### src/hw/rtl/pxdec_pkg.sv
// Package for the percent and XML entity decoder.
// Holds payload structs, the match result type, entity tables and hex helpers.
// No dependencies.
package pxdec_pkg;

    localparam int BUF_DEPTH   = 6;
    localparam int HOLD_DEPTH  = 5;
    localparam int CNT_W       = 3;
    localparam int PCT_LEN     = 3;
    localparam int ENT_NUM     = 4;
    localparam int ENT_MAX_LEN = 6;

    localparam logic [7:0] CHR_PERCENT = "%";
    localparam logic [7:0] CHR_AMP     = "&";

    typedef struct packed {
        logic [7:0] in_byte;
        logic       in_last;
    } in_item_t;

    typedef struct packed {
        logic [7:0] out_byte;
        logic       run_last;
        logic       string_end;
    } out_item_t;

    typedef logic [BUF_DEPTH-1:0][7:0] hold_buf_t;

    typedef enum logic [1:0] {
        MK_NONE,
        MK_PARTIAL,
        MK_FULL
    } match_kind_t;

    typedef struct packed {
        match_kind_t      kind;
        logic [CNT_W-1:0] len;
        logic [7:0]       value;
    } match_t;

    localparam logic [7:0] ENT_TEXT [ENT_NUM][ENT_MAX_LEN] = '{
        '{"&", "a", "m", "p", ";", 8'h00},
        '{"&", "l", "t", ";", 8'h00, 8'h00},
        '{"&", "g", "t", ";", 8'h00, 8'h00},
        '{"&", "q", "u", "o", "t", ";"}
    };

    localparam logic [CNT_W-1:0] ENT_LEN [ENT_NUM] = '{3'd5, 3'd4, 3'd4, 3'd6};

    localparam logic [7:0] ENT_VALUE [ENT_NUM] = '{"&", "<", ">", 8'h22};

    function automatic logic is_hex(input logic [7:0] c);
        return (c >= "0" && c <= "9") || (c >= "a" && c <= "f") ||
               (c >= "A" && c <= "F");
    endfunction

    // Letters of either case share the low nibble 1..6.
    function automatic logic [3:0] hex_val(input logic [7:0] c);
        if (c <= "9") begin
            return c[3:0];
        end
        return c[3:0] + 4'd9;
    endfunction

endpackage

### src/hw/rtl/pxdec_match.sv
// Classifier for the head of the byte buffer: no match, proper prefix or full escape.
// Depends on pxdec_pkg.
module pxdec_match
    import pxdec_pkg::*;
(
    input  hold_buf_t        bytes_i,
    input  logic [CNT_W-1:0] count_i,
    output match_t           match_o
);

    always_comb begin
        logic ok;
        logic hit;
        match_o.kind  = MK_NONE;
        match_o.len   = CNT_W'(1);
        match_o.value = bytes_i[0];
        hit           = 1'b0;
        ok            = 1'b0;
        if (bytes_i[0] == CHR_PERCENT) begin
            if (count_i >= CNT_W'(2) && !is_hex(bytes_i[1])) begin
                match_o.kind = MK_NONE;
            end else if (count_i >= CNT_W'(PCT_LEN) && !is_hex(bytes_i[2])) begin
                match_o.kind = MK_NONE;
            end else if (count_i < CNT_W'(PCT_LEN)) begin
                match_o.kind = MK_PARTIAL;
            end else begin
                match_o.kind  = MK_FULL;
                match_o.len   = CNT_W'(PCT_LEN);
                match_o.value = {hex_val(bytes_i[1]), hex_val(bytes_i[2])};
            end
        end else if (bytes_i[0] == CHR_AMP) begin
            for (int e = 0; e < ENT_NUM; e++) begin
                ok = 1'b1;
                for (int k = 1; k < ENT_MAX_LEN; k++) begin
                    if (CNT_W'(k) < ENT_LEN[e] && CNT_W'(k) < count_i &&
                        bytes_i[k] != ENT_TEXT[e][k]) begin
                        ok = 1'b0;
                    end
                end
                if (ok && !hit) begin
                    hit = 1'b1;
                    if (count_i < ENT_LEN[e]) begin
                        match_o.kind = MK_PARTIAL;
                    end else begin
                        match_o.kind  = MK_FULL;
                        match_o.len   = ENT_LEN[e];
                        match_o.value = ENT_VALUE[e];
                    end
                end
            end
        end
    end

endmodule

### src/hw/rtl/percent_and_xml_entity_decoder_unit.sv
// Top level of the percent and XML entity decoder.
// Depends on pxdec_pkg and pxdec_match.
//
// Usage:
//   s_ channel carries one raw byte per transaction, with in_last on the final
//   byte of a string. m_ channel carries one decoded byte per transaction, with
//   run_last on the final result of an input byte and string_end on the final
//   result of the string.
//   Bytes that may still start %XX, &amp;, &lt;, &gt; or &quot; are held in a
//   six-byte buffer. Each cycle the head of the buffer is classified; while
//   the output register is free, one result goes to the output register.
//   A completing byte is written into the buffer register, and its result is
//   then written into the output register. Throughput: one byte per cycle
//   while each byte gives at most one result and the receiver keeps up; a
//   failed match gives one extra result per cycle for each further held byte,
//   and the input is held off meanwhile (up to six results for one byte).
//   Reset clears the buffer count and the output valid; buffer contents are
//   not reset. When the receiver stalls, the output register holds its result
//   and the input is taken only while the buffer holds nothing ready to emit.
module percent_and_xml_entity_decoder_unit
    import pxdec_pkg::*;
(
    input  logic      aclk,
    input  logic      aresetn,
    input  logic      s_valid,
    output logic      s_ready,
    input  in_item_t  s_data,
    output logic      m_valid,
    input  logic      m_ready,
    output out_item_t m_data
);

    hold_buf_t        bytes_reg;
    hold_buf_t        bytes_next;
    logic [CNT_W-1:0] count_reg;
    logic [CNT_W-1:0] count_next;
    logic             last_reg;
    logic             last_next;
    logic             m_valid_reg;
    logic             m_valid_next;
    out_item_t        m_data_reg;
    out_item_t        m_data_next;

    match_t           cur_match;
    match_t           rem_match;
    hold_buf_t        rem_bytes;
    logic [CNT_W-1:0] rem_count;
    hold_buf_t        base_bytes;
    logic [CNT_W-1:0] base_count;
    logic             cur_idle;
    logic             rem_idle;
    logic             out_free;
    logic             emit;
    logic             accept;

    pxdec_match u_cur_match (
        .bytes_i (bytes_reg),
        .count_i (count_reg),
        .match_o (cur_match)
    );

    assign rem_bytes = bytes_reg >> {cur_match.len, 3'b000};
    assign rem_count = count_reg - cur_match.len;

    pxdec_match u_rem_match (
        .bytes_i (rem_bytes),
        .count_i (rem_count),
        .match_o (rem_match)
    );

    assign cur_idle = (count_reg == '0) || (cur_match.kind == MK_PARTIAL && !last_reg);
    assign rem_idle = (rem_count == '0) || (rem_match.kind == MK_PARTIAL && !last_reg);
    assign out_free = !m_valid_reg || m_ready;
    assign emit     = !cur_idle && out_free;
    assign s_ready  = cur_idle || (emit && rem_idle);
    assign accept   = s_valid && s_ready;

    always_comb begin
        base_bytes   = emit ? rem_bytes : bytes_reg;
        base_count   = emit ? rem_count : count_reg;
        bytes_next   = base_bytes;
        count_next   = base_count;
        last_next    = last_reg;
        m_valid_next = m_valid_reg;
        m_data_next  = m_data_reg;
        if (accept) begin
            for (int k = 0; k < BUF_DEPTH; k++) begin
                if (CNT_W'(k) == base_count) begin
                    bytes_next[k] = s_data.in_byte;
                end
            end
            count_next = base_count + CNT_W'(1);
            last_next  = s_data.in_last;
        end
        if (emit) begin
            m_valid_next           = 1'b1;
            m_data_next.out_byte   = cur_match.value;
            m_data_next.run_last   = rem_idle;
            m_data_next.string_end = rem_idle && last_reg;
        end else if (m_ready) begin
            m_valid_next = 1'b0;
        end
    end

    always_ff @(posedge aclk) begin
        if (!aresetn) begin
            count_reg   <= '0;
            last_reg    <= 1'b0;
            m_valid_reg <= 1'b0;
        end else begin
            count_reg   <= count_next;
            last_reg    <= last_next;
            m_valid_reg <= m_valid_next;
        end
        bytes_reg  <= bytes_next;
        m_data_reg <= m_data_next;
    end

    assign m_valid = m_valid_reg;
    assign m_data  = m_data_reg;

    assert property (@(posedge aclk) disable iff (!aresetn)
        cur_idle |-> count_reg <= CNT_W'(HOLD_DEPTH))
        else $error("held bytes exceed hold depth while waiting for input");

    assert property (@(posedge aclk) disable iff (!aresetn)
        m_valid_reg && m_data_reg.string_end |-> m_data_reg.run_last)
        else $error("string end without run last");

    assert property (@(posedge aclk) disable iff (!aresetn)
        emit && last_reg && rem_idle && !accept |=> count_reg == '0)
        else $error("bytes left in buffer after end of string");

endmodule

### config.mk
export PLATFORM = sky130hd
export DESIGN_NAME = percent_and_xml_entity_decoder_unit
export DESIGN_NICKNAME = d
export VERILOG_FILES = /design/src/hw/rtl/pxdec_pkg.sv /design/src/hw/rtl/pxdec_match.sv /design/src/hw/rtl/percent_and_xml_entity_decoder_unit.sv
export SDC_FILE = /design/constraint.sdc
export NUM_CORES = 1
export LEC_CHECK = 0
export BUFFER_PORTS_ARGS = -buffer_cell sky130_fd_sc_hd__buf_2
export CAP_MARGIN = 20
export CORE_MARGIN = 5
export CORE_UTILIZATION = 65
export CTS_CLUSTER_DIAMETER = 50
export DETAILED_ROUTE_END_ITERATION = 8
export GPL_TIMING_DRIVEN = 0
export PLACE_DENSITY = 0.86
export SLEW_MARGIN = 20
export SYNTH_ARGS = -nofsm -noshare
export SYNTH_HDL_FRONTEND = slang
export SYNTH_SLANG_ARGS = --single-unit
### constraint.sdc
create_clock -name aclk -period 8.82 [get_ports aclk]
set_input_delay 1.323 -clock aclk [delete_from_list [all_inputs] [get_ports aclk]]
set_output_delay 1.323 -clock aclk [all_outputs]
set_load 0.05 [all_outputs]
; ---- Yosys cells after proc, flatten, opt, wreduce, memory -nomap -nowiden
; Index checks and enable logic that the tools add are counted.
[word_totals]
register_bits = 63
latch_bits = 0
mem_bits_rw = 0
romBits = 0
input_bits = 13
output_inout_bits = 12
memories = 0
[op_classes]
n_addsub = 6
multipliers = 0
div = 0
order_cmp = 46
eq_ne = 37
n_shift = 1
n_mux = 142
bitwise_logic = 0
reduce_logical = 83
[op_table]
columns = cell, n
row1 = 8-bit by 7-bit inequality test with 1-bit output (second input constant), 20
row2 = 13-bit 2-to-1 mux, 12
row3 = 11-bit 2-to-1 mux, 12
row4 = 48-bit 2-to-1 mux, 2
row5 = 1-bit 2-to-1 mux, 86
row6 = 8-bit by 7-bit >= comparator with 1-bit output (second input constant), 8
row7 = 8-bit by 7-bit <= comparator with 1-bit output (second input constant), 8
row8 = 1-bit logical AND, 54
row9 = 8-bit 2-to-1 mux, 6
row10 = 8-bit by 6-bit inequality test with 1-bit output (second input constant), 6
row11 = 48-bit by 6-bit right shift with 48-bit output, 1
row12 = 8-bit by 6-bit == test with 1-bit output (second input constant), 4
row13 = 8-bit by 6-bit >= comparator with 1-bit output (second input constant), 4
row14 = 8-bit by 6-bit <= comparator with 1-bit output (second input constant), 4
row15 = 4-bit 2-to-1 mux, 8
row16 = 2-bit 2-to-1 mux, 12
row17 = 10-bit 2-to-1 mux, 2
row18 = 3-bit less-than comparator (second input constant), 6
row19 = 4-bit adder (second input constant), 4
row20 = 1-bit zero test, 13
row21 = 3-bit by 2-bit >= comparator with 1-bit output (second input constant), 4
row22 = 1-bit logical OR, 12
row23 = 2-bit by 3-bit less-than comparator with 1-bit output (first input constant), 4
row24 = 3-bit less-than comparator (first input constant), 4
row25 = other kinds (11), 19

; ---- Logic depth before layout (Yosys ltp)
[logic_depth]
ltp_word = 60
mapped_depth = 22
depth_no_buf = 19

; ---- Hierarchy
; Synthesis repeated with hierarchy kept, for this count alone.
[hier_totals]
hier_cells = 684
area_unflattened_um2 = 5964.5
[by_module_without_submodules]
columns = mod, n_inst, cells_each, area_per_inst_um2, seq_area_each_um2
row1 = percent_and_xml_entity_decoder_unit, 1, 423, 4045.1, 1361.3
row2 = pxdec_match (u_rem_match), 1, 132, 998.5, 0.0
row3 = pxdec_match (u_cur_match), 1, 129, 920.9, 0.0

; ---- Worst setup path before layout
; No wires, ideal clock.
[synth_path]
path_type = register to output
from = register bytes_reg[16] (netlist name)
to = output port s_ready
t_arrival_ns = 4.815
required_time_ns = 7.497
slack_ns = 2.682
stages_incl_launch_ff = 20
path_cell_list = dfxtp_1 inv_1 ha_1 nor3b_1 nor3b_2 a32oi_2 nor3_4 buf_6 buf_2 buf_2 nor2_1 fa_1 or4b_2 or4_1 o211ai_1 and4b_1 o211a_2 o22ai_1 o21bai_1 a21bo_2
[synth_between]
elab_chain_len = 57
[synth_rtl]
columns = item, line_no
row1 = from (decl), percent_and_xml_entity_decoder_unit.sv:33  ; hold_buf_t bytes_reg;
row2 = from (signal assigned), percent_and_xml_entity_decoder_unit.sv:115  ; bytes_reg <= bytes_next;
row3 = 8-bit by 7-bit inequality test with 1-bit output, pxdec_match.sv:36  ; bytes_i[k] != ENT_TEXT[e][k]) begin
row4 = 1-bit logical AND, pxdec_match.sv:35  ; if (CNT_W'(k) < ENT_LEN[e] && CNT_W'(k) < count_i &&
row5 = 1-bit 2-to-1 mux (3 in a row), pxdec_match.sv:35
row6 = 1-bit 2-to-1 mux, pxdec_match.sv:31  ; end else if (bytes_i[0] == CHR_AMP) begin
row7 = 1-bit 2-to-1 mux, pxdec_match.sv:19  ; if (bytes_i[0] == CHR_PERCENT) begin
row8 = 1-bit 2-to-1 mux, pxdec_match.sv:40  ; if (ok && !hit) begin
row9 = 1-bit 2-to-1 mux, pxdec_match.sv:31
row10 = 1-bit 2-to-1 mux, pxdec_match.sv:19
row11 = (+40 left out), --
row12 = 13-bit 2-to-1 mux, pxdec_match.sv:31
row13 = 13-bit 2-to-1 mux, pxdec_match.sv:19
row14 = 2-bit by 1-bit == test with 1-bit output, percent_and_xml_entity_decoder_unit.sv:72  ; assign rem_idle = (rem_count == '0) || (rem_match.kind == MK_PARTIAL && !last_reg);
row15 = 1-bit logical AND, percent_and_xml_entity_decoder_unit.sv:72
row16 = 1-bit logical OR (*), percent_and_xml_entity_decoder_unit.sv:72
row17 = named net rem_idle, percent_and_xml_entity_decoder_unit.sv:51  ; logic rem_idle;
row18 = 1-bit logical AND (*), percent_and_xml_entity_decoder_unit.sv:75  ; assign s_ready = cur_idle || (emit && rem_idle);
row19 = 1-bit logical OR (*), percent_and_xml_entity_decoder_unit.sv:75
row20 = to (decl), percent_and_xml_entity_decoder_unit.sv:26  ; output logic s_ready,
; The timed path passes the listed nets; every way through them passes the cells marked *. The select of a mux whose other input is x is not followed.

; ---- Worst setup path in the final report
[layout_path]
from = register bytes_reg[9] (netlist name)
to = output port s_ready
[layout_between]
elab_chain_len = 58
[layout_rtl]
columns = item, line_no
row1 = 8-bit by 7-bit inequality test with 1-bit output, pxdec_match.sv:36
row2 = 1-bit logical AND, pxdec_match.sv:35
row3 = 1-bit 2-to-1 mux (4 in a row), pxdec_match.sv:35
row4 = 1-bit 2-to-1 mux, pxdec_match.sv:31
row5 = 1-bit 2-to-1 mux, pxdec_match.sv:19
row6 = 1-bit 2-to-1 mux, pxdec_match.sv:40
row7 = 1-bit 2-to-1 mux, pxdec_match.sv:31
row8 = 1-bit 2-to-1 mux, pxdec_match.sv:19
row9 = (+40 left out), --
row10 = 13-bit 2-to-1 mux, pxdec_match.sv:31
row11 = 13-bit 2-to-1 mux, pxdec_match.sv:19
row12 = 2-bit by 1-bit == test with 1-bit output, percent_and_xml_entity_decoder_unit.sv:72
row13 = 1-bit logical AND, percent_and_xml_entity_decoder_unit.sv:72
row14 = 1-bit logical OR (*), percent_and_xml_entity_decoder_unit.sv:72
row15 = named net rem_idle, percent_and_xml_entity_decoder_unit.sv:51
row16 = 1-bit logical AND (*), percent_and_xml_entity_decoder_unit.sv:75
row17 = 1-bit logical OR (*), percent_and_xml_entity_decoder_unit.sv:75
; Marked as above.

==> impl_metrics.yaml <==
setup_path:
  critPathKind: "register to primary output"
  worstPathArrival_ns: 6.65
  cp-end-kind: "primary output"
  cp_slowest_stage_delay_ns: 0.66
  reg2reg_depth: 21
  critPathMaxFanout: 10
  crit_path_top_delay_cell: "xnor2_1"
  required_ns: 7.50
  start_kind: "register"
  crit_path_cell_trace: "inv_1 -> ha_1 -> o21bai_1 -> a21oi_1 -> o221ai_2 -> nor3_4 -> buf_6 -> buf_2 -> buf_2 -> nor2_1 -> fa_1 -> xnor2_1 -> xnor2_1 -> nand2_1 -> nor3_1 -> a21oi_1 -> a21oi_1 -> o22ai_1 -> o21bai_1 -> a21bo_2 -> buf_2"
layout:
  register_area_um2: 1360
  multiInputGateArea_um2: 3790
  n_antenna_cell: 0
  fill_cells: 672
  postLayoutCellArea_um2: 5910
  largest_register_ffs: 48
  fin_nets: 712
  fin_cells: 794
  area_growth_pct: 8.20
  drive_above_1_share_pct: 15.2
sta:
  finalMaxSlewViolations: 0
  worst_slack_ns: 0.852
  grt_setup_unrepaired: "no"
  layout_min_cycle_time_ns: 7.97
  max_freq_mhz: 125
  finalHoldViolCount: 0
  worst_pin_slew_ns: 1.23
  setup_violations: 0
  finClkSkew_ns: 0.0187
  finalCritPeriodShare_pct: 90.3
  slew_headroom_pct: 18.3
  setup_tns_ns: 0
  hold-worst-slack_ns: 0.495
floorplan:
  core_area_um2: 8220
  pin_count: 25
  die_w_um: 102
  die_h_um: 102
  start_util_pct: 66.5
  die_area_um2: 10300
  rows: 33
outcome:
  status: "finished, final reports clean"
routing:
  drt_pre_antenna_iters: 6
  drtAntennaViolNets: 0
  drtIter0Drc: 873
  vias_per_cell: 7.47
  totalWireLength_um: 21800
  drc_errors: 0
  wl_per_cell_um: 27.5
  num_vias: 5933
yosys:
  netlist_instances: 649
  yosysMostFrequentCell: "mux2i_1"
  synth_ff_type: "dfxtp_1"
  async_flop_share_pct: 0
  synth_top_area_share_pct: 19.4
  synthesis.nets: 677
  synthTopCellsByCount: "70 x mux2i_1, 53 x dfxtp_1, 50 x nand2_1, 47 x a21oi_1, 47 x nor2_1"
  seq_area_frac_synth_pct: 24.9
  ys_types: 103
  synth_edf_count: 10
  synthesis.area_um2: 5460
  yosys.area.top_type: "dfxtp_1"
  synth_area_leaders: "dfxtp_1 19%, mux2i_1 13%, edfxtp_1 5.5%"
  synth_area_per_cell_um2: 8.42
  yosys_warnings: 0
  synth_seq_cells: 63
clocking:
  clock_tree.root_cell: "clkbuf_8"
  cts_buffers: 9
  clock-sinks: 63
  clk_pin_slew_worst_paths_ns: 0.09
  cts_setup_buffers: 0
  cts_resized: 0
  cts.htree.levels: 3
  clockBufferDepth: 2
  cts_tree: "yes"
  holdBufCountCts: 0
  clk_latency_ns: 0.37
global_routing:
  grt_max_degree: 20
  use_met1_pct: 57.9
  busiest_layer: "met2"
  antenna_found_initial: 0
  grt_pass1_wl_um: 33500
  track_usage_pct: 43.5
  grt_util_met3_pct: 9.99
  grt.met2_usage_pct: 65.2
  grt_overflow: 0
  grt_pass1_vias: 5691
placed_design:
  dp_hpwl_um: 16000
  preCtsSetupSlack_ns: 1.56
  place_area_um2: 5720
  dp_cells: 778
  gp_congestion: 1.20
  port_buffers: 24
pwr:
  power.leakage_nw: 2.36
  powerDensity_nw_per_um2: 362
  max-vdd-ir-drop_uv: 360
min_path:
  whs_path_depth: 2
  worstHoldPathType: "register to register"
job:
  maxCapViolCount: 0
final timing paths:
path / start / end / slack, ns
setup / recovery: bytes_reg[9] / s_ready / 0.85
setup reg to reg: bytes_reg[9] / bytes_reg[19] / 1.81
hold reg to reg: last_reg / last_reg / 0.49
hold / removal: last_reg / last_reg / 0.49
worst max-delay path, delay by kind of cell, from the launching register on:
kind | cells | cell delay (ns)
XOR/XNOR | 2 | 0.90
AND/OR/NAND/NOR | 4 | 1.11
flip-flops | 1 | 0.46
AO/OA/AOI/OAI | 8 | 1.73
adder cells (fa/ha/maj) | 2 | 0.73
buffers and inverters | 5 | 1.32
cell families (layout without fill, tap and decap cells):
logic type	count (synthesis)	in the layout	share of synthesized area, %
simple gates	241	241	26.2
compound gates	175	175	23.6
mux	79	79	14.7
buf+inv	68	108	5.66
flops	63	63	24.9
fa+ha+maj	15	15	3.57
xor+xnor	8	8	1.28
metal layers:
metal	vias up	share of wire, %	routed length [um]
met4	0	6.0	1300
met1	2724	38	8190
met5	-	0	0
li1	2529	-	-
met2	556	42	9260
met3	124	14	3080
report_power, final:
group	internal (mW)	total [mW]	switching, mW
sequential	0.421	0.591	0.169
clock	0.133	0.269	0.136
combinational	0.431	1.28	0.849
total	0.985	2.14	1.15
per-stage QoR:
step | util [%] | total power, mW
global placement | 69.6 | 1.75
floorplan | - | 1.44
detailed placement | 69.6 | 1.80
CTS | 72.0 | 2.07
global route | 72.0 | 2.23
finish | 72.0 | 2.14
layout by cell type, fill, tap and decap left out, types with 4 or more instances in the layout:
| cell | instances |
|---|---|
| nand3_1 | 12 |
| inv_1 | 27 |
| a22oi_1 | 4 |
| o211ai_1 | 5 |
| nand2b_1 | 4 |
| and4b_1 | 4 |
| or3_1 | 7 |
| a211oi_1 | 5 |
| and3_1 | 12 |
| nand4b_1 | 9 |
| nor3_1 | 23 |
| xnor2_1 | 8 |
| buf_6 | 4 |
| nor4_1 | 5 |
| a21o_1 | 6 |
| nor2b_1 | 5 |
| a21oi_1 | 47 |
| nand2_1 | 50 |
| o21ai_1 | 4 |
| or4_1 | 4 |
| mux2i_1 | 70 |
| clkbuf_1 | 20 |
| and2_1 | 7 |
| o31ai_1 | 6 |
| nand4bb_1 | 4 |
| dfxtp_1 | 53 |
| o21ai_0 | 28 |
| ha_1 | 14 |
| a31oi_1 | 6 |
| buf_2 | 37 |
| edfxtp_1 | 10 |
| a21boi_0 | 5 |
| nor2_1 | 47 |
| nand4_1 | 14 |
| o221ai_1 | 4 |
| mux2_2 | 7 |
| clkbuf_8 | 9 |
| nor3b_1 | 6 |
area by class of cell:
class	instances	area share [%]
clock buffer	10	2.16
sequential	63	23.0
buffer	40	3.45
clock inverter	6	1.16
multi-input combinational	518	64.2
tap	105	2.22
timing repair buffer	24	2.03
inverter	28	1.78
No activity file was read; power rests on OpenSTA's default activity.
